$ cat src/sv/yab_pkg.sv
// Shared types, constants and helper functions for the YUV alpha blend pipeline.
// No dependencies; every other source file but yab_checker refers to this package by scoped names.
`timescale 1ns / 1ps
`default_nettype none

package yab_pkg;

  // Fraction bits of the fixed-point color matrices.
  localparam int COEF_FRAC_BITS_DEF = 16;

  // Configuration register indexes.
  localparam logic [1:0] CFG_ALPHA        = 2'd0;
  localparam logic [1:0] CFG_BLEND_TWO    = 2'd1;
  localparam logic [1:0] CFG_INTEGER_MODE = 2'd2;

  localparam logic [8:0] ALPHA_RESET   = 9'd128;
  localparam logic [8:0] ALPHA_FULL    = 9'd256;
  localparam logic       BLEND_RESET   = 1'b0;
  localparam logic       INTMODE_RESET = 1'b1;

  // Stream widths.
  localparam int S_DATA_W = 48;
  localparam int M_DATA_W = 24;

  // One 8-bit sample per color channel, index 0 is R (or Y), 1 is G (U), 2 is B (V).
  typedef logic [2:0][7:0] rgb_t;

  // Control shared by all pipeline sections.
  typedef struct packed {
    logic en;            // advance every stage
    logic integer_mode;  // 1: BT.601 integer matrices, 0: fixed-point matrices
  } pipe_ctl_t;

  // Real coefficient given in thousandths, scaled to Q(frac), rounded half up.
  function automatic longint q_coef(input int milli, input int frac);
    return (longint'(milli) * (longint'(1) << frac) + 64'sd500) / 64'sd1000;
  endfunction

  // Saturate a signed value to 0..255.
  function automatic logic [7:0] clip8(input logic signed [63:0] v);
    logic [7:0] r;
    if (v[63]) begin
      r = 8'd0;
    end else if (v > 64'sd255) begin
      r = 8'hFF;
    end else begin
      r = v[7:0];
    end
    return r;
  endfunction

endpackage

`default_nettype wire

$ cat src/sv/yab_to_yuv.sv
// Two-stage RGB to YUV conversion: matrix products, then sum, floor shift,
// offset, clamp and chroma masking into the output register. Depends on yab_pkg.
`timescale 1ns / 1ps
`default_nettype none

module yab_to_yuv #(
  parameter int COEF_FRAC_BITS = yab_pkg::COEF_FRAC_BITS_DEF
) (
  input  wire                  clk_i,
  input  yab_pkg::pipe_ctl_t   ctl_i,
  input  yab_pkg::rgb_t        rgb_i,
  input  wire                  site_i,
  output yab_pkg::rgb_t        yuv_o,
  output logic                 chroma_valid_o
);

  localparam int RW = COEF_FRAC_BITS + 11;
  localparam int F  = COEF_FRAC_BITS;

  localparam logic signed [RW-1:0] COEF_INT [3][3] = '{
    '{RW'(66),  RW'(129), RW'(25)},
    '{RW'(-38), RW'(-74), RW'(112)},
    '{RW'(112), RW'(-94), RW'(-18)}
  };

  localparam logic signed [RW-1:0] COEF_FIX [3][3] = '{
    '{RW'(yab_pkg::q_coef(299, F)),  RW'(yab_pkg::q_coef(587, F)),
      RW'(yab_pkg::q_coef(114, F))},
    '{RW'(-yab_pkg::q_coef(147, F)), RW'(-yab_pkg::q_coef(289, F)),
      RW'(yab_pkg::q_coef(436, F))},
    '{RW'(yab_pkg::q_coef(615, F)),  RW'(-yab_pkg::q_coef(515, F)),
      RW'(-yab_pkg::q_coef(100, F))}
  };

  localparam logic signed [RW-1:0] OFS_INT [3] = '{RW'(16), RW'(128), RW'(128)};
  localparam logic signed [RW-1:0] OFS_FIX [3] = '{RW'(0), RW'(128), RW'(128)};
  localparam logic signed [RW-1:0] IRND = RW'(128);

  logic signed [RW-1:0] prod_d [3][3];
  logic signed [RW-1:0] prod_q [3][3];
  logic signed [RW-1:0] sum    [3];
  logic signed [RW-1:0] res    [3];
  logic                 site_q;
  yab_pkg::rgb_t        yuv_d, yuv_q;
  logic                 cv_q;

  // Stage 5: nine constant products.
  always_comb begin
    for (int j = 0; j < 3; j++) begin
      for (int k = 0; k < 3; k++) begin
        prod_d[j][k] = $signed(RW'({1'b0, rgb_i[k]}))
                     * (ctl_i.integer_mode ? COEF_INT[j][k] : COEF_FIX[j][k]);
      end
    end
  end

  always_ff @(posedge clk_i) begin
    if (ctl_i.en) begin
      prod_q <= prod_d;
      site_q <= site_i;
    end
  end

  // Stage 6: sum, floor shift, offset, clamp; zero the chroma off its sites.
  always_comb begin
    for (int j = 0; j < 3; j++) begin
      sum[j] = prod_q[j][0] + prod_q[j][1] + prod_q[j][2];
      if (ctl_i.integer_mode) begin
        res[j] = ((sum[j] + IRND) >>> 8) + OFS_INT[j];
      end else begin
        res[j] = (sum[j] >>> COEF_FRAC_BITS) + OFS_FIX[j];
      end
      yuv_d[j] = yab_pkg::clip8(64'(res[j]));
    end
    if (!site_q) begin
      yuv_d[1] = 8'd0;
      yuv_d[2] = 8'd0;
    end
  end

  always_ff @(posedge clk_i) begin
    if (ctl_i.en) begin
      yuv_q <= yuv_d;
      cv_q  <= site_q;
    end
  end

  assign yuv_o          = yuv_q;
  assign chroma_valid_o = cv_q;

endmodule

`default_nettype wire

$ cat config.mk
export PLATFORM = sky130hd
export DESIGN_NAME = yab_to_yuv
export DESIGN_NICKNAME = d
export VERILOG_FILES = /design/src/sv/yab_pkg.sv /design/src/sv/yab_to_yuv.sv
export SDC_FILE = /design/constraint.sdc
export NUM_CORES = 2
export LEC_CHECK = 0
export BUFFER_PORTS_ARGS = -buffer_cell sky130_fd_sc_hd__buf_2
export CAP_MARGIN = 10
export CORE_UTILIZATION = 60
export CTS_CLUSTER_SIZE = 14
export DETAILED_ROUTE_END_ITERATION = 6
export PLACE_DENSITY = 0.76
export SYNTH_ARGS = -nofsm -noshare
export SYNTH_HDL_FRONTEND = slang
export SYNTH_SLANG_ARGS = --single-unit
$ cat constraint.sdc
create_clock -name clk_i -period 10.65 [get_ports clk_i]
set_input_delay 2.13 -clock clk_i [delete_from_list [all_inputs] [get_ports clk_i]]
set_output_delay 2.13 -clock clk_i [all_outputs]
set_load 0.01 [all_outputs]
==> flow_metrics.tcl <==
set metrics [dict create \
    delay_of_the_slowest_cell_on_the_worst_path_ns 0.61 \
    setup_total_negative_slack_ns 0 \
    grt_start_max_net_pins 93 \
    hold_slack_ns 0.709 \
    postCtsHoldBufs 0 \
    synth_top_area_frac 0.269 \
    multi_input_comb_area_sq_mm 0.0265 \
    cts_inserted_buffers 30 \
    drv.max_cap_violation_count 0 \
    drt_wirelength_microns 86200 \
    dieArea_sq_mm 0.0620 \
    crit_path_setup_slack_layout_ns 2.37 \
    ctsLongestPathBuffers 3 \
    gate_count_after_technology_mapping 3657 \
    synth.distinct_cells 91 \
    antenna_found_initial 9 \
    routabilityCongestion 0.982 \
    synthTopCellsByArea "fa_1, edfxtp_1, ha_1, inv_1, xnor2_1" \
    place.detailed.hpwl_microns 72800 \
    syn2layout_area_growth_pct 6.43 \
    htree_num_levels 1 \
    grt_pass1_vias 26990 \
    postSynth.asyncResetShare 0 \
    slew_headroom 0.217 \
    worstPathArrival_ns 8.65 \
    cp_max_fo 10 \
    ant_nets 0 \
    ys_seq_elements 232 \
    status "finished clean" \
    filler_cell_count 4843 \
    finalSetupViolCount 0 \
    syn_area_per_cell_sq_um 10.0 \
    slowest_stage_cell_cp "or4b_2" \
    area.sequential_sq_mm 0.00697 \
    clock_pin_slew_worst_setup_and_hold_paths_ns 0.06 \
    layout_worst_path_cycle_share 0.777 \
    most_common_cell_on_crit_path "inv_1" \
    track_usage 0.291 \
    drtPass1Iterations 7 \
    initialDrtViolationCount 1361 \
    port_buffers 52 \
    path_class "in -> reg" \
    rsz0062_at_grt "false" \
    synth.cells.most_frequent "inv_1, ha_1, fa_1, edfxtp_1, xnor2_1" \
    setup.worst_path.end_class "register" \
    layout_min_cycle_time_ns 8.28 \
    clock_latency_ns 0.60 \
    cts.root.buffer_cell "clkbuf_16" \
    worstMarginPinSlew_ns 1.16 \
    postCtsSetupBuffers 0 \
    core.rowCount 90 \
    cts_resized 0 \
    initial_core_util 0.606 \
    cts.sink_count 232 \
    grt_overflow_total 0 \
    total_nets_final 4802 \
    core_area_sq_mm 0.0604 \
    grt_pass1_wl_microns 142000 \
    max_freq_mhz 121 \
    dp_slack_ns 1.92 \
    final_hold_viol_count 0 \
    yosysWarnings 0 \
    max_slew_violation_total_from_the_final_report 0 \
    io_pins 53 \
    synth_flop_cell "edfxtp_1" \
    die-height_microns 249 \
    post_synthesis_sequential_area_ratio 0.190 \
    timing.critical_path.max_delay_family "compound AO/OA/AOI/OAI gates" \
    yosys.area.top_type "fa_1" \
    skew_ns 0.0256 \
    tritoncts "built" \
    chipWidth_microns 249 \
    drive_above_1_share 0.0434 \
    hold_wc_path_type "reg -> reg" \
    post-synth-top-count-cell "inv_1" \
    path_buf_inv 8 \
    remaining_drc_errors 0 \
    drt-wirelength-per-cell_microns 19.0 \
    vias 25707 \
    drt-vias-per-instance 5.66 \
    synthesis.area_sq_mm 0.0366 \
    setup.worst_path.start_class "primary input" \
    post-route-util 0.645 \
    required_ns 11.02 \
    synth-edff-count 232 \
]
-- worst paths after layout --
check	from	cells after the start	slack, ns	endpoint
max reg2reg	prod_q[29]	21	4.04	yuv_o[17]
max	ctl_i[0]	28	2.37	prod_q[181]
min reg2reg	site_q	0	0.71	chroma_valid_o
min	site_q	0	0.71	chroma_valid_o
-- worst reg2reg max path: stages (launching register included) --
cell and delay [ns]:
edfxtp_1 0.39, inv_1 0.08, fa_1 0.50, inv_1 0.06, ha_1 0.29, and4b_1 0.25
o2111a_1 0.37, o211a_1 0.32, o31ai_1 0.55, a211oi_1 0.21, or3_1 0.43, xor2_1 0.49
ha_1 0.35, inv_1 0.12, nor3_1 0.18, and4_1 0.23, xnor2_1 0.15, or4_1 0.45
a21oi_1 0.16, o211ai_1 0.15, a211oi_4 0.47, a21oi_1 0.13
-- cells in the final DEF (no fill, tap or decap), types with 29 or more instances in the layout --
master / Yosys / routed
a21oi_1: 170 / 170
fa_1: 491 / 491
buf_2: 6 / 51
ha_1: 551 / 551
xnor2_1: 180 / 180
nand3_1: 48 / 48
inv_1: 820 / 820
and3_1: 29 / 29
a21boi_0: 32 / 32
a21o_1: 59 / 59
nor2b_1: 34 / 34
nand2_1: 167 / 167
nor2_1: 154 / 154
o21ai_0: 123 / 123
nor3_1: 53 / 53
edfxtp_1: 232 / 232
xor2_1: 59 / 59
clkbuf_16: 0 / 30
-- cell type report --
type                    count  area share
multi-input cells        2587       0.680
diodes                      5    0.000321
repair buffers             61     0.00867
clock inverters            23     0.00864
flip-flops and latches    232       0.179
clock buffers              33      0.0196
well taps                 782      0.0251
inverters                 820      0.0790
-- kinds of logic after synthesis --
family,count (synthesis),synth area share
DFF,232,0.190
adders and majority gates,1042,0.457
buffers and inverters,861,0.0885
AOI/OAI and AO/OA,623,0.114
other,2,0.000205
xor gates and xnor gates,239,0.0572
muxes,16,0.00444
and+or+nand+nor,642,0.0886
-- metal layers --
metal  up-vias  share of wire  track usage
met1     12528           0.43        0.387
met2       668           0.47        0.488
met3       182          0.059       0.0367
met5         -        0.00044            0
met4         8          0.040        0.105
li1      12321              -            -
-- registers in the layout, summed over array words and instances, names as in the netlist --
signal / cells
yuv_o: 24
site_q: 1
chroma_valid_o: 1
prod_q: 206
-- stage by stage --
stage                     instances  instance area [sq um]
after floorplan                3680                  36700
after global placement         4482                  37800
after detailed placement       4482                  37800
after CTS                      4538                  38900
after global routing           4539                  38900
final                          4543                  38900
Power is not shown: default switching activity piles up to over one toggle a cycle in this logic, so the estimate is an artifact.
