==> config.mk <==
export PLATFORM = sky130hd
export DESIGN_NAME = yab_mix
export DESIGN_NICKNAME = d
export VERILOG_FILES = /design/src/sv/yab_pkg.sv /design/src/sv/yab_mix.sv
export SDC_FILE = /design/constraint.sdc
export NUM_CORES = 1
export LEC_CHECK = 0
export BUFFER_PORTS_ARGS = -buffer_cell sky130_fd_sc_hd__buf_2
export CAP_MARGIN = 20
export CORE_UTILIZATION = 30
export CTS_CLUSTER_DIAMETER = 60
export DETAILED_ROUTE_END_ITERATION = 10
export GPL_ROUTABILITY_DRIVEN = 0
export PLACE_DENSITY_LB_ADDON = 0.1
export SETUP_SLACK_MARGIN = 0.15
export SLEW_MARGIN = 20
export SYNTH_ARGS = -nofsm -noshare
export SYNTH_HDL_FRONTEND = slang
export SYNTH_SLANG_ARGS = --single-unit
==> constraint.sdc <==
create_clock -name clk_i -period 16.5 [get_ports clk_i]
set_clock_uncertainty 0.2 [all_clocks]
set_input_delay 0.825 -clock clk_i [delete_from_list [all_inputs] [get_ports clk_i]]
set_output_delay 0.825 -clock clk_i [all_outputs]
set_load 0.05 [all_outputs]
==> src/sv/yab_pkg.sv <==
// Shared types, constants and helper functions for the YUV alpha blend pipeline.
// No dependencies; every other source file but yab_checker refers to this package by scoped names.
`timescale 1ns / 1ps
`default_nettype none

package yab_pkg;

  // Fraction bits of the fixed-point color matrices.
  localparam int COEF_FRAC_BITS_DEF = 16;

  // Configuration register indexes.
  localparam logic [1:0] CFG_ALPHA        = 2'd0;
  localparam logic [1:0] CFG_BLEND_TWO    = 2'd1;
  localparam logic [1:0] CFG_INTEGER_MODE = 2'd2;

  localparam logic [8:0] ALPHA_RESET   = 9'd128;
  localparam logic [8:0] ALPHA_FULL    = 9'd256;
  localparam logic       BLEND_RESET   = 1'b0;
  localparam logic       INTMODE_RESET = 1'b1;

  // Stream widths.
  localparam int S_DATA_W = 48;
  localparam int M_DATA_W = 24;

  // One 8-bit sample per color channel, index 0 is R (or Y), 1 is G (U), 2 is B (V).
  typedef logic [2:0][7:0] rgb_t;

  // Control shared by all pipeline sections.
  typedef struct packed {
    logic en;            // advance every stage
    logic integer_mode;  // 1: BT.601 integer matrices, 0: fixed-point matrices
  } pipe_ctl_t;

  // Real coefficient given in thousandths, scaled to Q(frac), rounded half up.
  function automatic longint q_coef(input int milli, input int frac);
    return (longint'(milli) * (longint'(1) << frac) + 64'sd500) / 64'sd1000;
  endfunction

  // Saturate a signed value to 0..255.
  function automatic logic [7:0] clip8(input logic signed [63:0] v);
    logic [7:0] r;
    if (v[63]) begin
      r = 8'd0;
    end else if (v > 64'sd255) begin
      r = 8'hFF;
    end else begin
      r = v[7:0];
    end
    return r;
  endfunction

endpackage

`default_nettype wire

==> src/sv/yab_mix.sv <==
// Two-stage alpha scale or blend of the RGB channels: weight products, then
// sum and divide by 256. Depends on yab_pkg.
`timescale 1ns / 1ps
`default_nettype none

module yab_mix (
  input  wire                  clk_i,
  input  yab_pkg::pipe_ctl_t   ctl_i,
  input  wire  [8:0]           weight_i,   // already saturated to 0..256
  input  wire                  blend_two_i,
  input  yab_pkg::rgb_t        rgb_a_i,
  input  yab_pkg::rgb_t        rgb_b_i,
  output yab_pkg::rgb_t        rgb_o
);

  logic [8:0]       weight_b;
  logic [2:0][15:0] pa_d, pb_d, pa_q, pb_q;
  logic [2:0][16:0] sum;
  yab_pkg::rgb_t    mix_d, mix_q;

  assign weight_b = yab_pkg::ALPHA_FULL - weight_i;

  // Stage 3: weight products; single mode drops picture B.
  always_comb begin
    for (int k = 0; k < 3; k++) begin
      pa_d[k] = 16'(17'(rgb_a_i[k]) * 17'(weight_i));
      pb_d[k] = blend_two_i ? 16'(17'(rgb_b_i[k]) * 17'(weight_b)) : 16'd0;
    end
  end

  always_ff @(posedge clk_i) begin
    if (ctl_i.en) begin
      pa_q <= pa_d;
      pb_q <= pb_d;
    end
  end

  // Stage 4: the weighted sum never exceeds 255*256, so no clamp is needed.
  always_comb begin
    for (int k = 0; k < 3; k++) begin
      sum[k]   = 17'(pa_q[k]) + 17'(pb_q[k]);
      mix_d[k] = sum[k][15:8];
    end
  end

  always_ff @(posedge clk_i) begin
    if (ctl_i.en) begin
      mix_q <= mix_d;
    end
  end

  assign rgb_o = mix_q;

endmodule

`default_nettype wire

==> reports/metrics.csv <==
stage,metric,value,unit
run_status,status,"complete, no violations",
power_and_ir_drop,switch share,0.448,
global_route,vias in the first global route,13903,
setup_path,WP data required,16.45,ns
logic_synthesis,post-synthesis compound-gate area fraction,0.0658,
global_route,largest net degree at the start of global routing,75,
power_and_ir_drop,P_sw,1.33,mW
cts,clock tree buffer depth,2,
setup_path,worst-path fanout max,50,
timing,Max Freq,154,MHz
global_route,first-pass GRT wire length,72800,um
routing,DRT iter0 DRCs,422,
placed_design,Final HPWL DP,33300,um
placed_design,cell total after placement,2738,
cts,# clock sinks,120,
logic_synthesis,post-synthesis adder-cell area fraction,0.436,
logic_synthesis,largest family of logic cells by synthesized area,adder cells,
logic_synthesis,YS warnings,0,
cts,Post-CTS Setup Bufs,0,
logic_synthesis,Gate Count Post-Synth,1926,
logic_synthesis,Netlist cell types,48,
power_and_ir_drop,Comb power frac,0.673,
finish,share of layout cells above drive strength 1,0.0730,
logic_synthesis,Post-Syn Nets,2486,
global_route,total gr overflow,0,
global_route,gr usage total,0.146,
finish,final net count,2535,
logic_synthesis,multiplexer area fraction after synthesis,0,
die,Core Rows,90,
die,die span in x,251,um
cts,CTS Buf Count,17,
setup_path,crit path launch type,input pin,
setup_path,signal arrival time at the worst endpoint,6.43,ns
cts,CTS Hold Bufs,0,
setup_path,crit-path max cell delay,0.50,ns
min_path,Hold Path Class,reg2reg,
cts,TritonCTS clock tree,done,
logic_synthesis,Mapped Area,0.0186,mm2
die,Die Y-Extent,251,um
logic_synthesis,top-area cell type share of the netlist area,0.265,
timing,Max-slew headroom,0.355,
timing,max-slew violations,0,
timing,"Hold Vio Cnt, Final",0,
finish,post-route insts no fill,2767,
routing,via count,12622,
setup_path,Setup CP Type,in2reg,
routing,total iterations of the first detailed-routing run,4,
timing,RSZ-0062 raised after global routing,no,
setup_path,"Slowest-stage cell, CP",fa_1,
cts,"Reg clk slew, reported paths",0.05,ns
timing,Final setup viols,0,
die,Starting Density,0.306,
power_and_ir_drop,Pleak,9.72,nW
cts,# H-tree levels,4,
power_and_ir_drop,power per cell area,146,mW/mm2
die,io pins,85,
timing,post-route minimum period,6.48,ns
finish,final core occ,0.336,
finish,ANT cells,0,
timing,Final Cycle Share,0.393,
routing,Final ANT Viol Nets,0,
logic_synthesis,Yosys top cell by area,fa_1,
routing,Vias/cell,4.56,
routing,drc violations,0,
logic_synthesis,Avg Inst Size Synth,9.64,um2
logic_synthesis,asr flop ratio synth,0,
routing,DR WL/cell,15.5,um
cts,post-CTS sizing,0,
global_route,initial antenna violation count,1,
logic_synthesis,post-synthesis register bit count,120,
timing,Slew @ Worst Pin,0.967,ns
setup_path,crit end category,flip-flop,
logic_synthesis,post-synthesis xor/xnor area fraction,0.0495,
logic_synthesis,largest cells by area after synthesis,"fa_1 (27%), edfxtp_1 (19%), ha_1 (17%)",
timing,post-route setup TNS,0,ns
logic_synthesis,Simple-Gate Fraction of Synth Area,0.173,
power_and_ir_drop,Int Pwr,1.64,mW
finish,synthesis-to-finish area growth,9.90,%
logic_synthesis,top_reg_cell synth,edfxtp_1,
routing,DRT Wirelength,43000,um
cts,"Clk Latency, worst-skew pair",0.41,ns
die,Core Region,0.0607,mm2
placed_design,port buffer count,83,
die,die footprint,0.0629,mm2
setup_path,worst-path cell chain,buf_2 > buf_4 > inv_1 > ha_1 > xnor2_2 > buf_4 > nand2_1 > fa_1 > fa_1 > inv_1 > fa_1 > inv_1 > fa_1 > inv_1 > ha_1 > o21a_1 > o31a_1 > o31ai_4 > a21oi_2 > a2111oi_2 > or3_1 > a21oi_1,
job,Max-Cap Viols,0,
logic_synthesis,post-synthesis sequential area ratio,0.194,
power_and_ir_drop,Seq pwr share,0.205,
power_and_ir_drop,Clk pwr share,0.121,
power_and_ir_drop,worst vdd ir,0.000106,V
cts,Root Driver,clkbuf_16,
logic_synthesis,Post-synth EDFFs,120,
## synth_stat cells (7+ instances only)
library cell and number:
ha_1 253, o21a_1 21, nor2_1 50, xnor2_1 76
xor2_1 27, nand3_1 10, nor2b_1 18, nand2_1 198
nand2b_1 14, inv_1 336, o21ai_0 33, a21oi_1 70
nor3_1 21, a211oi_1 7, buf_1 7, o211ai_1 7
clkbuf_1 52, and2_1 277, edfxtp_1 120, fa_1 246
a21o_1 10
## placed cells by master, fill, tap and decap left out, types with 3 or more instances in the layout
cell	n
a31oi_1	4
xnor2_1	73
a211oi_1	7
clkinv_2	4
a41oi_1	4
o31a_1	4
and3_1	4
nand4_1	6
a21o_1	10
or2_2	6
ha_1	253
a2111oi_2	4
and2_1	277
inv_1	336
buf_2	82
nand3_1	10
edfxtp_1	120
clkbuf_16	17
nor3_1	21
fa_1	246
o211ai_1	7
o21a_1	21
o21bai_1	4
xor2_1	24
a21oi_1	70
nand2b_1	14
xor2_2	3
o31ai_1	6
clkinv_1	4
xnor2_2	4
or3_1	6
nor2b_1	18
o21ai_0	33
a211o_1	3
buf_4	11
nand2_1	198
bufinv_16	3
nor2_1	50
## path summary, 6_finish.rpt
check | start | end | slack (ns) | cells past startpoint
setup / recovery | weight_i[0] | pb_q[31] | 10.02 | 22
hold / removal | pa_q[31] | rgb_o[15] | 0.45 | 2
setup reg to reg | pb_q[34] | rgb_o[22] | 13.73 | 8
hold reg to reg | pa_q[31] | rgb_o[15] | 0.45 | 2
## sequential cells by signal, summed over array words and instances, names as in the netlist
signal,cells
rgb_o,24
pa_q,48
pb_q,48
## layout make-up
type	instances	area, um2
Fill cell	6255	40300
Multi-Input combinational cell	1406	13500
Sequential cell	120	3600
Inverter	337	1260
Tap cell	782	978
Timing Repair Buffer	93	493
Clock buffer	17	425
Clock inverter	12	136
## logic make-up (layout without fill, tap and decap cells)
| family | Yosys count | in the layout |
|---|---|---|
| AO/OA/AOI/OAI | 186 | 186 |
| XOR/XNOR | 104 | 104 |
| adder cells (fa/ha/maj) | 499 | 499 |
| buffers and inverters | 400 | 459 |
| flip-flops | 120 | 120 |
| AND/OR/NAND/NOR | 617 | 617 |
## power by group through the flow
stage,logic (mW),clock network (mW),registers [mW]
final,2.00,0.360,0.609
after global routing,2.30,0.384,0.623
after CTS,2.05,0.370,0.616
after detailed placement,2.03,0,0.620
after global placement,2.02,0,0.621
after floorplan,1.44,0,0.704
## metrics by stage
step / worst slack [ns] / hold WS [ns] / cell area (um2) / power, mW
5_1_grt: 9.60 / 0.517 / 20400 / 3.31
2_1_floorplan: 10.55 / 0.420 / 18600 / 2.15
3_5_place_dp: 9.47 / 0.443 / 19800 / 2.65
3_3_place_gp: 9.54 / 0.442 / 19800 / 2.64
4_1_cts: 9.91 / 0.457 / 20400 / 3.04
6_report: 10.02 / 0.445 / 20400 / 2.97
## critical path, delay by kind of cell
family	cells	cell delay (ns)
compound gates	6	1.15
fa+ha+maj	6	2.55
buf+inv	7	1.16
simple gates	2	0.27
xor+xnor	1	0.44
## metal layers
layer  GRT usage  up-vias  routed length, um
met1       0.186     6320              19700
met3      0.0166       18                786
met2       0.269      110              22300
met5           0        -                  0
li1            -     6174                  -
met4      0.0172        0                194
Note: power is estimated with default switching activity, not from simulation.
