===== src/sv/yab_pkg.sv =====
// Shared types, constants and helper functions for the YUV alpha blend pipeline.
// No dependencies; every other source file but yab_checker refers to this package by scoped names.
`timescale 1ns / 1ps
`default_nettype none

package yab_pkg;

  // Fraction bits of the fixed-point color matrices.
  localparam int COEF_FRAC_BITS_DEF = 16;

  // Configuration register indexes.
  localparam logic [1:0] CFG_ALPHA        = 2'd0;
  localparam logic [1:0] CFG_BLEND_TWO    = 2'd1;
  localparam logic [1:0] CFG_INTEGER_MODE = 2'd2;

  localparam logic [8:0] ALPHA_RESET   = 9'd128;
  localparam logic [8:0] ALPHA_FULL    = 9'd256;
  localparam logic       BLEND_RESET   = 1'b0;
  localparam logic       INTMODE_RESET = 1'b1;

  // Stream widths.
  localparam int S_DATA_W = 48;
  localparam int M_DATA_W = 24;

  // One 8-bit sample per color channel, index 0 is R (or Y), 1 is G (U), 2 is B (V).
  typedef logic [2:0][7:0] rgb_t;

  // Control shared by all pipeline sections.
  typedef struct packed {
    logic en;            // advance every stage
    logic integer_mode;  // 1: BT.601 integer matrices, 0: fixed-point matrices
  } pipe_ctl_t;

  // Real coefficient given in thousandths, scaled to Q(frac), rounded half up.
  function automatic longint q_coef(input int milli, input int frac);
    return (longint'(milli) * (longint'(1) << frac) + 64'sd500) / 64'sd1000;
  endfunction

  // Saturate a signed value to 0..255.
  function automatic logic [7:0] clip8(input logic signed [63:0] v);
    logic [7:0] r;
    if (v[63]) begin
      r = 8'd0;
    end else if (v > 64'sd255) begin
      r = 8'hFF;
    end else begin
      r = v[7:0];
    end
    return r;
  endfunction

endpackage

`default_nettype wire


===== src/sv/yab_to_rgb.sv =====
// Two-stage YUV to RGB conversion of one picture: constant products, then sum,
// floor shift and clamp. Depends on yab_pkg.
`timescale 1ns / 1ps
`default_nettype none

module yab_to_rgb #(
  parameter int COEF_FRAC_BITS = yab_pkg::COEF_FRAC_BITS_DEF
) (
  input  wire                  clk_i,
  input  yab_pkg::pipe_ctl_t   ctl_i,
  input  wire  [7:0]           luma_i,
  input  wire  [7:0]           cb_i,
  input  wire  [7:0]           cr_i,
  output yab_pkg::rgb_t        rgb_o
);

  localparam int RW = COEF_FRAC_BITS + 11;

  localparam logic signed [RW-1:0] QR_E = RW'(yab_pkg::q_coef(1140, COEF_FRAC_BITS));
  localparam logic signed [RW-1:0] QG_D = RW'(-yab_pkg::q_coef(394, COEF_FRAC_BITS));
  localparam logic signed [RW-1:0] QG_E = RW'(-yab_pkg::q_coef(581, COEF_FRAC_BITS));
  localparam logic signed [RW-1:0] QB_D = RW'(yab_pkg::q_coef(2032, COEF_FRAC_BITS));

  localparam logic signed [RW-1:0] IC   = RW'(298);
  localparam logic signed [RW-1:0] IR_E = RW'(409);
  localparam logic signed [RW-1:0] IG_D = RW'(-100);
  localparam logic signed [RW-1:0] IG_E = RW'(-208);
  localparam logic signed [RW-1:0] IB_D = RW'(516);
  localparam logic signed [RW-1:0] IRND = RW'(128);

  logic signed [8:0]    c_s, d_s, e_s;
  logic signed [RW-1:0] c_w, d_w, e_w;
  logic signed [RW-1:0] base_d, r_e_d, g_d_d, g_e_d, b_d_d;
  logic signed [RW-1:0] base_q, r_e_q, g_d_q, g_e_q, b_d_q;
  logic signed [RW-1:0] sum_r, sum_g, sum_b;
  logic signed [RW-1:0] sh_r, sh_g, sh_b;
  yab_pkg::rgb_t        rgb_d, rgb_q;

  // Stage 1: offset removal (luma offset in integer mode only) and constant products.
  always_comb begin
    c_s = $signed({1'b0, luma_i}) - 9'sd16;
    d_s = $signed({1'b0, cb_i}) - 9'sd128;
    e_s = $signed({1'b0, cr_i}) - 9'sd128;
    c_w = RW'(c_s);
    d_w = RW'(d_s);
    e_w = RW'(e_s);
    if (ctl_i.integer_mode) begin
      base_d = c_w * IC + IRND;
      r_e_d  = e_w * IR_E;
      g_d_d  = d_w * IG_D;
      g_e_d  = e_w * IG_E;
      b_d_d  = d_w * IB_D;
    end else begin
      base_d = $signed(RW'({1'b0, luma_i})) <<< COEF_FRAC_BITS;
      r_e_d  = e_w * QR_E;
      g_d_d  = d_w * QG_D;
      g_e_d  = e_w * QG_E;
      b_d_d  = d_w * QB_D;
    end
  end

  always_ff @(posedge clk_i) begin
    if (ctl_i.en) begin
      base_q <= base_d;
      r_e_q  <= r_e_d;
      g_d_q  <= g_d_d;
      g_e_q  <= g_e_d;
      b_d_q  <= b_d_d;
    end
  end

  // Stage 2: sum, floor shift, clamp.
  always_comb begin
    sum_r = base_q + r_e_q;
    sum_g = base_q + g_d_q + g_e_q;
    sum_b = base_q + b_d_q;
    if (ctl_i.integer_mode) begin
      sh_r = sum_r >>> 8;
      sh_g = sum_g >>> 8;
      sh_b = sum_b >>> 8;
    end else begin
      sh_r = sum_r >>> COEF_FRAC_BITS;
      sh_g = sum_g >>> COEF_FRAC_BITS;
      sh_b = sum_b >>> COEF_FRAC_BITS;
    end
    rgb_d[0] = yab_pkg::clip8(64'(sh_r));
    rgb_d[1] = yab_pkg::clip8(64'(sh_g));
    rgb_d[2] = yab_pkg::clip8(64'(sh_b));
  end

  always_ff @(posedge clk_i) begin
    if (ctl_i.en) begin
      rgb_q <= rgb_d;
    end
  end

  assign rgb_o = rgb_q;

endmodule

`default_nettype wire


===== config.mk =====
export PLATFORM = sky130hd
export DESIGN_NAME = yab_to_rgb
export DESIGN_NICKNAME = d
export VERILOG_FILES = /design/src/sv/yab_pkg.sv /design/src/sv/yab_to_rgb.sv
export SDC_FILE = /design/constraint.sdc
export NUM_CORES = 1
export LEC_CHECK = 0
export BUFFER_PORTS_ARGS = -buffer_cell sky130_fd_sc_hd__buf_2
export CELL_PAD_IN_SITES_DETAIL_PLACEMENT = 1
export CELL_PAD_IN_SITES_GLOBAL_PLACEMENT = 2
export CORE_ASPECT_RATIO = 0.9
export CORE_MARGIN = 1.5
export CORE_UTILIZATION = 43
export DETAILED_ROUTE_END_ITERATION = 8
export GPL_TIMING_DRIVEN = 0
export PLACE_DENSITY_LB_ADDON = 0.2
export REMOVE_ABC_BUFFERS = 1
export SLEW_MARGIN = 20
export SYNTH_ARGS = -nofsm -noshare
export SYNTH_HDL_FRONTEND = slang
export SYNTH_SLANG_ARGS = --single-unit
export TNS_END_PERCENT = 1

===== constraint.sdc =====
create_clock -name clk_i -period 8.7 [get_ports clk_i]
set_input_delay 1.74 -clock clk_i [delete_from_list [all_inputs] [get_ports clk_i]]
set_output_delay 1.74 -clock clk_i [all_outputs]
set_load 0.005 [all_outputs]

==> impl_metrics.py, run 1 <==
metrics = {
    "outcome": {
        "status": "complete, but fails checks",
        "violations": "DRC",
    },
    "global_routing": {
        "grtUsageTotal_pct": 23.7,
        "grt_first_pass_wirelength_mm": 101,
        "antenna_found_initial": 5,
        "grt_pass1_vias": 18500,
        "grt_max_degree": 100,
        "grt-ovfl-total": 0,
    },
    "sta": {
        "finalHoldViolations": 0,
        "worstMarginPinSlew_ns": 1.08,
        "hold_slack_ns": 0.870,
        "fin_crit_ns": 7.86,
        "rsz0062_at_grt": "no",
        "relSlewSlack_pct": 28.2,
        "max_freq_ghz": 0.127,
        "maxSlewViolCount": 0,
        "finClkSkew_ns": 0.0198,
        "final-setup-viol-count": 0,
        "worst_slack_ns": 0.840,
        "finalSetupTns_ns": 0,
        "period_share_pct": 90.3,
    },
    "worst_setup_path": {
        "cp-start-kind": "input port",
        "crit_buf_inv": 3,
        "cpPeakStageDelay_ns": 0.91,
        "critPathSlowestCell": "clkinv_1",
        "cp.arrival_ns": 8.03,
        "cp_cell_sequence": "buf_2, clkinv_1, ha_1, inv_1, ha_1, fa_1, fa_1, ha_1, ha_1, a21o_1, a21o_1, a21oi_1, nor2_1, a21oi_1, a31oi_1, o41ai_1, mux2i_1, nand3_1",
        "worst_setup_path_end_kind": "register",
        "cp_top_family": "adder cells",
        "path_class": "in -> reg",
        "cp.required_ns": 8.87,
        "worst-path-max-fanout": 23,
        "cp_common_cell": "ha_1",
    },
    "floorplan": {
        "initial_core_util_pct": 43.6,
        "num_io_pins": 51,
        "die_area_um2": 55500,
        "die_y_um": 224,
        "row_count": 80,
        "die_w_um": 248,
        "coreArea_um2": 53300,
    },
    "synth": {
        "synth-edff-count": 148,
        "synth_top_area_cell": "ha_1",
        "netlist_instances": 2364,
        "ys_top_cells_by_area": "ha_1 (26%), edfxtp_1 (19%), fa_1 (16%)",
        "syn_avg_cell_area_um2": 9.83,
        "ys_seq_elements": 148,
        "yosysMostFrequentCell": "ha_1",
        "synth_top_area_share_pct": 26.4,
        "ys.flop_type": "edfxtp_1",
        "syn_area_um2": 23200,
        "synth_common_cells": "ha_1 (491), inv_1 (370), fa_1 (188), edfxtp_1 (148), a21oi_1 (140)",
        "async_flop_share_pct": 0,
        "yosysSeqAreaShare_pct": 19.1,
        "yosysWarnings": 0,
        "yosysUniqueCellTypes": 82,
    },
    "clocking": {
        "post_cts_buffers": 0,
        "cts.sinks": 148,
        "htree_levels": 4,
        "clkTransAtPathRegs_ns": 0.07,
        "cts_made_buffers": 17,
        "cts_tree": "done",
        "holdBufCountCts": 0,
        "clockBufferDepth": 2,
        "cts_resized": 0,
        "cts-root-buf": "clkbuf_16",
        "worstSkewPairLatency_ns": 0.46,
    },
    "routing": {
        "vias_per_cell": 5.53,
        "route.detailed.drc": 2,
        "routed_wl_mm": 63.1,
        "ant_nets": 0,
        "firstDrtPassIters": 6,
        "routedWlPerCell_um": 20.3,
        "drt_iter0_markers": 796,
        "vias": 17200,
    },
    "pwr": {
        "p_total_mw": 8.55,
        "p_per_area_nw_per_um2": 343,
        "p_leak_nw": 12.1,
        "vdd_ir_drop_max_mv": 0.331,
    },
    "place": {
        "dpl.cell_count": 3079,
        "gp_congestion": 0.878,
        "dpl_cell_area_um2": 24300,
        "dp_hpwl_mm": 52.2,
        "dp_slack_ns": 0.315,
        "io_buffers": 50,
    },
    "final_layout": {
        "final_util_pct": 46.8,
        "drive_gt1_share_pct": 5.97,
        "area_growth_syn_to_layout_pct": 7.24,
        "stdcell_count": 3112,
        "fin_area_um2": 24900,
        "finalNetCount": 3107,
    },
    "flow_run": {
        "cap_violations": 0,
    },
    "min_path": {
        "hold_class": "reg -> reg",
    },
}
## area by class of cell
cell class / instances / area [um2]
clock inverter: 15 / 184
sequential: 148 / 4440
timing repair buffer: 52 / 325
inverter: 371 / 1400
multi-input combinational: 1811 / 17300
tap: 697 / 872
antenna: 1 / 2.50
clock buffer: 17 / 425
fill: 6009 / 28300
## cell families (layout without fill, tap and decap cells)
group	Yosys count	count (layout)	synth area share, %
AOI/OAI and AO/OA	526	526	15.1
xor gates and xnor gates	168	168	6.33
adders and majority gates	679	679	42.6
buffers and inverters	405	455	6.55
DFF	148	148	19.1
muxes	28	28	1.32
other	0	1	0
and+or+nand+nor	410	410	8.95
## registers in the layout, indices dropped and copies added, names as in the netlist
register and flops:
b_d_q 26, r_e_q 26, base_q 24, g_d_q 24
g_e_q 24, rgb_o 24
## worst reg2reg max path, cell delays in order (launching register included)
cell,delay (ns)
edfxtp_1,0.45
inv_1,0.11
fa_1,0.55
inv_1,0.05
ha_1,0.30
a21o_1,0.23
a2111oi_4,0.39
o21ai_2,0.20
a221oi_1,0.58
a21oi_1,0.22
a221oi_1,0.34
o211ai_1,0.21
o31ai_1,0.32
a21oi_1,0.13
## routing by layer
layer	vias up	GRT usage [%]	wire length, um	part of all wire (%)
met5	-	0	21	0.033
met4	4	5.87	1320	2.1
met3	65	4.79	2460	3.9
met2	191	37.6	28400	45
met1	8527	33.0	30900	49
li1	8413	-	-	-
## cell usage in the layout (no fill, tap or decap), types with 10 or more instances in the layout
cell type	count
buf_2	48
nand2b_1	16
a21oi_1	140
nor2_1	100
or2_2	15
o211ai_1	14
nand4_1	18
ha_1	491
nor3_1	40
a31oi_1	25
o21ai_0	110
and2_1	26
o31ai_1	16
xnor2_1	107
clkbuf_16	17
mux2_2	22
a221oi_1	10
and3_1	16
fa_1	188
nand2_1	89
a211oi_1	19
edfxtp_1	148
o21a_1	23
inv_1	369
a21o_1	55
o21bai_1	27
nand3_1	30
xor2_1	61
or3_1	12
a211o_1	10
nor2b_1	12
## path summary, 6_finish.rpt
kind             start        end  slack (ns)  cells past startpoint
max            cb_i[7]  g_d_q[25]        0.84                     18
min          b_d_q[13]  rgb_o[21]        0.87                      3
max reg2reg  base_q[6]  rgb_o[10]        4.34                     13
min reg2reg  b_d_q[13]  rgb_o[21]        0.87                      3
## where the power goes
part | internal, mW | switching [mW] | leakage [nW]
clock | 0.436 | 0.343 | 0.303
combinational | 2.66 | 3.78 | 10.3
sequential | 1.16 | 0.176 | 1.44
total | 4.25 | 4.30 | 12.1
Note: power is estimated with default switching activity, not from simulation.
==> inputs of run 2 (changes only) <==
- CORE_UTILIZATION: 43 -> 35
==> impl_metrics.py, run 2 (synthesized netlist as in run 1, its figures left out) <==
metrics = {
    "outcome": {
        "status": "finished clean",
    },
    "final_layout": {
        "area_growth_syn_to_layout_pct": 8.25,
        "finalNetCount": 3108,
        "drive_gt1_share_pct": 6.00,
        "final_common_cell": "ha_1",
        "num_antenna_cells": 0,
        "top_regs": "b_d_q (26), r_e_q (26)",
        "mostFrequentLayoutCells": "ha_1 (491), inv_1 (369), fa_1 (188), edfxtp_1 (148), a21oi_1 (140)",
        "final_util_pct": 38.4,
    },
    "global_routing": {
        "grt_pass1_vias": 17900,
        "grt-ovfl-total": 0,
        "grt_max_degree": 94,
        "grtUsageTotal_pct": 19.9,
        "grt_first_pass_wirelength_mm": 103,
        "antenna_found_initial": 0,
    },
    "routing": {
        "vias_per_cell": 5.21,
        "route.detailed.drc": 0,
        "ant_nets": 0,
        "routedWlPerCell_um": 20.0,
        "vias": 17100,
        "firstDrtPassIters": 4,
        "routed_wl_mm": 65.6,
        "drt_iter0_markers": 699,
    },
    "pwr": {
        "p_per_area_nw_per_um2": 342,
        "clkPwrFrac_pct": 9.1,
        "power.share.switching_pct": 50.6,
        "combPwrFrac_pct": 75.2,
        "vdd_ir_drop_max_mv": 0.219,
        "p_leak_nw": 12.1,
        "seqPwrFrac_pct": 15.6,
        "p_sw_mw": 4.35,
        "internal_power_mw": 4.25,
    },
    "clocking": {
        "cts_tree": "done",
        "cts_resized": 0,
        "clockBufferDepth": 2,
        "clkTransAtPathRegs_ns": 0.07,
        "htree_levels": 4,
        "cts_made_buffers": 17,
        "cts-root-buf": "clkbuf_16",
        "worstSkewPairLatency_ns": 0.47,
        "holdBufCountCts": 0,
        "post_cts_buffers": 0,
        "cts.sinks": 148,
    },
    "floorplan": {
        "die_w_um": 275,
        "coreArea_um2": 65600,
        "row_count": 89,
        "die_area_um2": 68000,
        "die_y_um": 247,
        "initial_core_util_pct": 35.4,
        "num_io_pins": 51,
    },
    "place": {
        "io_buffers": 50,
        "gp_congestion": 0.841,
        "dp_hpwl_mm": 54.2,
    },
    "worst_setup_path": {
        "critPathSlowestCell": "clkinv_1",
        "reg2regPathDepth": 13,
        "path_class": "in -> reg",
        "cp_common_cell": "ha_1",
        "worst_setup_path_end_kind": "register",
        "cp-start-kind": "input port",
        "cp_cell_sequence": "buf_2, clkinv_1, ha_1, inv_1, ha_1, fa_1, fa_1, ha_1, ha_1, a21o_1, a21o_1, a21oi_1, nor2_1, a21oi_1, a31oi_1, o41ai_1, mux2i_1, nand3_1",
        "reg2reg_setup_slack_ns": 4.40,
        "cp.required_ns": 8.87,
        "cp-endpoint": "g_d_q[25]",
        "worstReg2RegEnd": "rgb_o[10]",
        "reg2reg_from": "base_q[6]",
        "cp.arrival_ns": 8.10,
        "crit_start": "cb_i[7]",
        "cp.depth": 18,
        "worst-path-max-fanout": 23,
        "crit_buf_inv": 3,
        "cp_top_family": "adder cells",
        "cpPeakStageDelay_ns": 0.90,
    },
    "sta": {
        "rsz0062_at_grt": "no",
        "worstMarginPinSlew_ns": 1.08,
        "maxSlewViolCount": 0,
        "fin_crit_ns": 7.92,
        "period_share_pct": 91.1,
        "finClkSkew_ns": 0.00999,
        "final-setup-viol-count": 0,
        "max_freq_ghz": 0.126,
        "finalSetupTns_ns": 0,
        "relSlewSlack_pct": 28.1,
        "finalHoldViolations": 0,
    },
    "flow_run": {
        "cap_violations": 0,
    },
    "min_path": {
        "hold_class": "reg -> reg",
    },
}
run 2: changes by cell type in the layout (fill, tap and decap cells not counted):
| cell | delta |
|---|---|
| clkinv_2 | -1 |
| diode_2 | -1 |
| buf_16 | +1 |
| clkinvlp_4 | +1 |
| clkinv_4 | +1 |
| inv_8 | -1 |
run 2: power groups by stage:
stage	Clock, mW	Sequential, mW	Combinational [mW]
final	0.785	1.34	6.47
after global routing	0.833	1.37	7.32
after CTS	0.809	1.35	6.55
after detailed placement	0	1.36	6.47
after global placement	0	1.37	6.34
after floorplan	0	1.26	4.75
run 2: worst min-delay path, delay by kind of cell (launching register included):
family | cells | cell delay [ns]
flops | 1 | 0.35
compound gates | 1 | 0.14
xor+xnor | 1 | 0.10
fa+ha+maj | 1 | 0.18
run 2: worst min-delay path by stage:
stage / endpoint / start / slack, ns / depth (start not counted)
after global routing: rgb_o[19] / b_d_q[11] / 0.92 / 3
after floorplan: rgb_o[22] / b_d_q[14] / 0.75 / 3
after CTS: rgb_o[19] / b_d_q[11] / 0.89 / 3
after global placement: rgb_o[22] / b_d_q[14] / 0.87 / 3
final: rgb_o[19] / b_d_q[11] / 0.89 / 3
after detailed placement: rgb_o[19] / b_d_q[11] / 0.87 / 3
run 2: per-layer routing:
| layer | global-route usage [%] | vias up | share of wire, % |
|---|---|---|---|
| met1 | 28.4 | 8466 | 51 |
| met5 | 0 | - | 0 |
| met3 | 3.41 | 54 | 3.1 |
| met4 | 5.07 | 0 | 1.9 |
| li1 | - | 8402 | - |
| met2 | 31.1 | 168 | 44 |
run 2: layout make-up:
type | count | area (um2)
inverter | 371 | 1400
clock inverter | 15 | 184
fill | 7400 | 40400
sequential | 148 | 4440
timing repair buffer | 53 | 353
clock buffer | 17 | 425
multi-input combinational | 1811 | 17300
tap | 864 | 1080
run 2: metrics by stage:
stage	hold slack (ns)	std cells	power (mW)	setup WS (ns)	area (um2)
final	0.888	3279	8.60	0.777	25200
after global routing	0.920	3279	9.53	0.333	25200
after CTS	0.890	3279	8.71	0.700	25200
after detailed placement	0.869	3247	7.84	0.209	24500
after global placement	0.868	3244	7.71	0.125	24400
after floorplan	0.746	2330	6.01	1.86	23100
==> inputs of run 3 (changes only) <==
- PLACE_DENSITY_LB_ADDON: 0.2 -> 0.1
==> impl_metrics.py, run 3 (synthesized netlist as in run 1, its figures left out) <==
metrics = {
    "sta": {
        "finalSetupTns_ns": 0,
        "finClkSkew_ns": 0.0139,
        "relSlewSlack_pct": 29.9,
        "rsz0062_at_grt": "no",
        "finalHoldViolations": 0,
        "final-setup-viol-count": 0,
        "max_freq_ghz": 0.126,
        "period_share_pct": 91.2,
        "maxSlewViolCount": 0,
        "worstMarginPinSlew_ns": 1.04,
        "worst_slack_ns": 0.766,
        "fin_crit_ns": 7.93,
    },
    "place": {
        "io_buffers": 50,
        "dp_slack_ns": 0.261,
        "dp_hpwl_mm": 55.1,
        "dpl.cell_count": 3247,
        "gp_congestion": 0.835,
    },
    "routing": {
        "routedWlPerCell_um": 20.2,
        "routed_wl_mm": 66.1,
        "vias": 17000,
        "firstDrtPassIters": 6,
        "ant_nets": 0,
        "vias_per_cell": 5.18,
        "route.detailed.drc": 0,
        "drt_iter0_markers": 574,
    },
    "clocking": {
        "cts.sinks": 148,
        "holdBufCountCts": 0,
        "cts_tree": "done",
        "cts_resized": 0,
        "clockBufferDepth": 2,
        "htree_levels": 4,
        "clkTransAtPathRegs_ns": 0.07,
        "cts_made_buffers": 17,
        "cts-root-buf": "clkbuf_16",
        "worstSkewPairLatency_ns": 0.47,
        "post_cts_buffers": 0,
    },
    "final_layout": {
        "finalNetCount": 3108,
        "mostFrequentLayoutCells": "ha_1 (491), inv_1 (369), fa_1 (188), edfxtp_1 (148), a21oi_1 (140)",
        "num_antenna_cells": 0,
        "stdcell_count": 3279,
        "final_common_cell": "ha_1",
        "drive_gt1_share_pct": 6.00,
        "top_regs": "b_d_q (26), r_e_q (26)",
        "area_growth_syn_to_layout_pct": 8.46,
    },
    "pwr": {
        "seqPwrFrac_pct": 15.5,
        "p_leak_nw": 12.1,
        "power.share.switching_pct": 50.3,
        "clkPwrFrac_pct": 9.8,
        "internal_power_mw": 4.31,
        "combPwrFrac_pct": 74.8,
        "p_sw_mw": 4.35,
        "vdd_ir_drop_max_mv": 0.253,
        "p_total_mw": 8.66,
        "p_per_area_nw_per_um2": 343,
    },
    "global_routing": {
        "antenna_found_initial": 2,
        "grt-ovfl-total": 0,
        "grt_pass1_vias": 18000,
        "grtUsageTotal_pct": 20.1,
        "grt_max_degree": 101,
        "grt_first_pass_wirelength_mm": 104,
    },
    "worst_setup_path": {
        "cp-start-kind": "input port",
        "worst_setup_path_end_kind": "register",
        "cp.required_ns": 8.90,
        "path_class": "in -> reg",
        "worst-path-max-fanout": 23,
        "reg2reg_from": "base_q[6]",
        "cp.arrival_ns": 8.14,
        "crit_start": "cb_i[7]",
    },
    "floorplan": {
        "die_area_um2": 68000,
        "coreArea_um2": 65600,
        "die_y_um": 247,
        "row_count": 89,
        "num_io_pins": 51,
        "die_w_um": 275,
        "initial_core_util_pct": 35.4,
    },
    "outcome": {
        "status": "finished clean",
    },
    "flow_run": {
        "cap_violations": 0,
    },
    "min_path": {
        "hold_class": "reg -> reg",
        "worst_hold_startpoint": "b_d_q[13]",
    },
}
run 3: final cells by class:
type	instances	area (um2)
clock inverter	15	234
tap	864	1080
timing repair buffer	53	353
inverter	371	1400
sequential	148	4440
fill	7391	40400
clock buffer	17	425
multi-input combinational	1811	17300
run 3: power groups by stage:
stage	combinational, mW	sequential (mW)	clock (mW)
after CTS	6.55	1.36	0.869
after detailed placement	6.46	1.37	0
after global routing	7.36	1.37	0.894
final	6.47	1.34	0.845
after global placement	6.36	1.37	0
after floorplan	4.75	1.26	0
run 3: final timing paths:
path | depth (start not counted) | slack (ns) | to
hold / removal | 3 | 0.90 | rgb_o[21]
hold reg to reg | 3 | 0.90 | rgb_o[21]
setup reg to reg | 13 | 4.34 | rgb_o[10]
setup / recovery | 18 | 0.77 | g_d_q[25]
run 3: stage by stage:
stage | util, % | cell area [um2] | hold WS, ns
after floorplan | - | 23100 | 0.746
after global placement | 37.3 | 24400 | 0.856
after detailed placement | 37.4 | 24500 | 0.883
after CTS | 38.4 | 25200 | 0.901
after global routing | 38.4 | 25200 | 0.953
final | 38.4 | 25200 | 0.904
run 3: worst max-delay path, cell delays in order:
cell and delay, ns:
buf_2 0.38, clkinv_1 0.96, ha_1 0.86, inv_1 0.22, ha_1 0.36, fa_1 0.49
fa_1 0.51, ha_1 0.35, ha_1 0.38, a21o_1 0.19, a21o_1 0.17, a21oi_1 0.33
nor2_1 0.10, a21oi_1 0.17, a31oi_1 0.17, o41ai_1 0.37, mux2i_1 0.26, nand3_1 0.13
run 3: routing by layer:
| layer | routed length [um] | up-vias | track usage, % |
|---|---|---|---|
| li1 | - | 8395 | - |
| met1 | 34800 | 8413 | 29.6 |
| met2 | 29100 | 131 | 31.4 |
| met3 | 1280 | 37 | 2.57 |
| met4 | 860 | 4 | 3.77 |
| met5 | 28 | - | 0 |
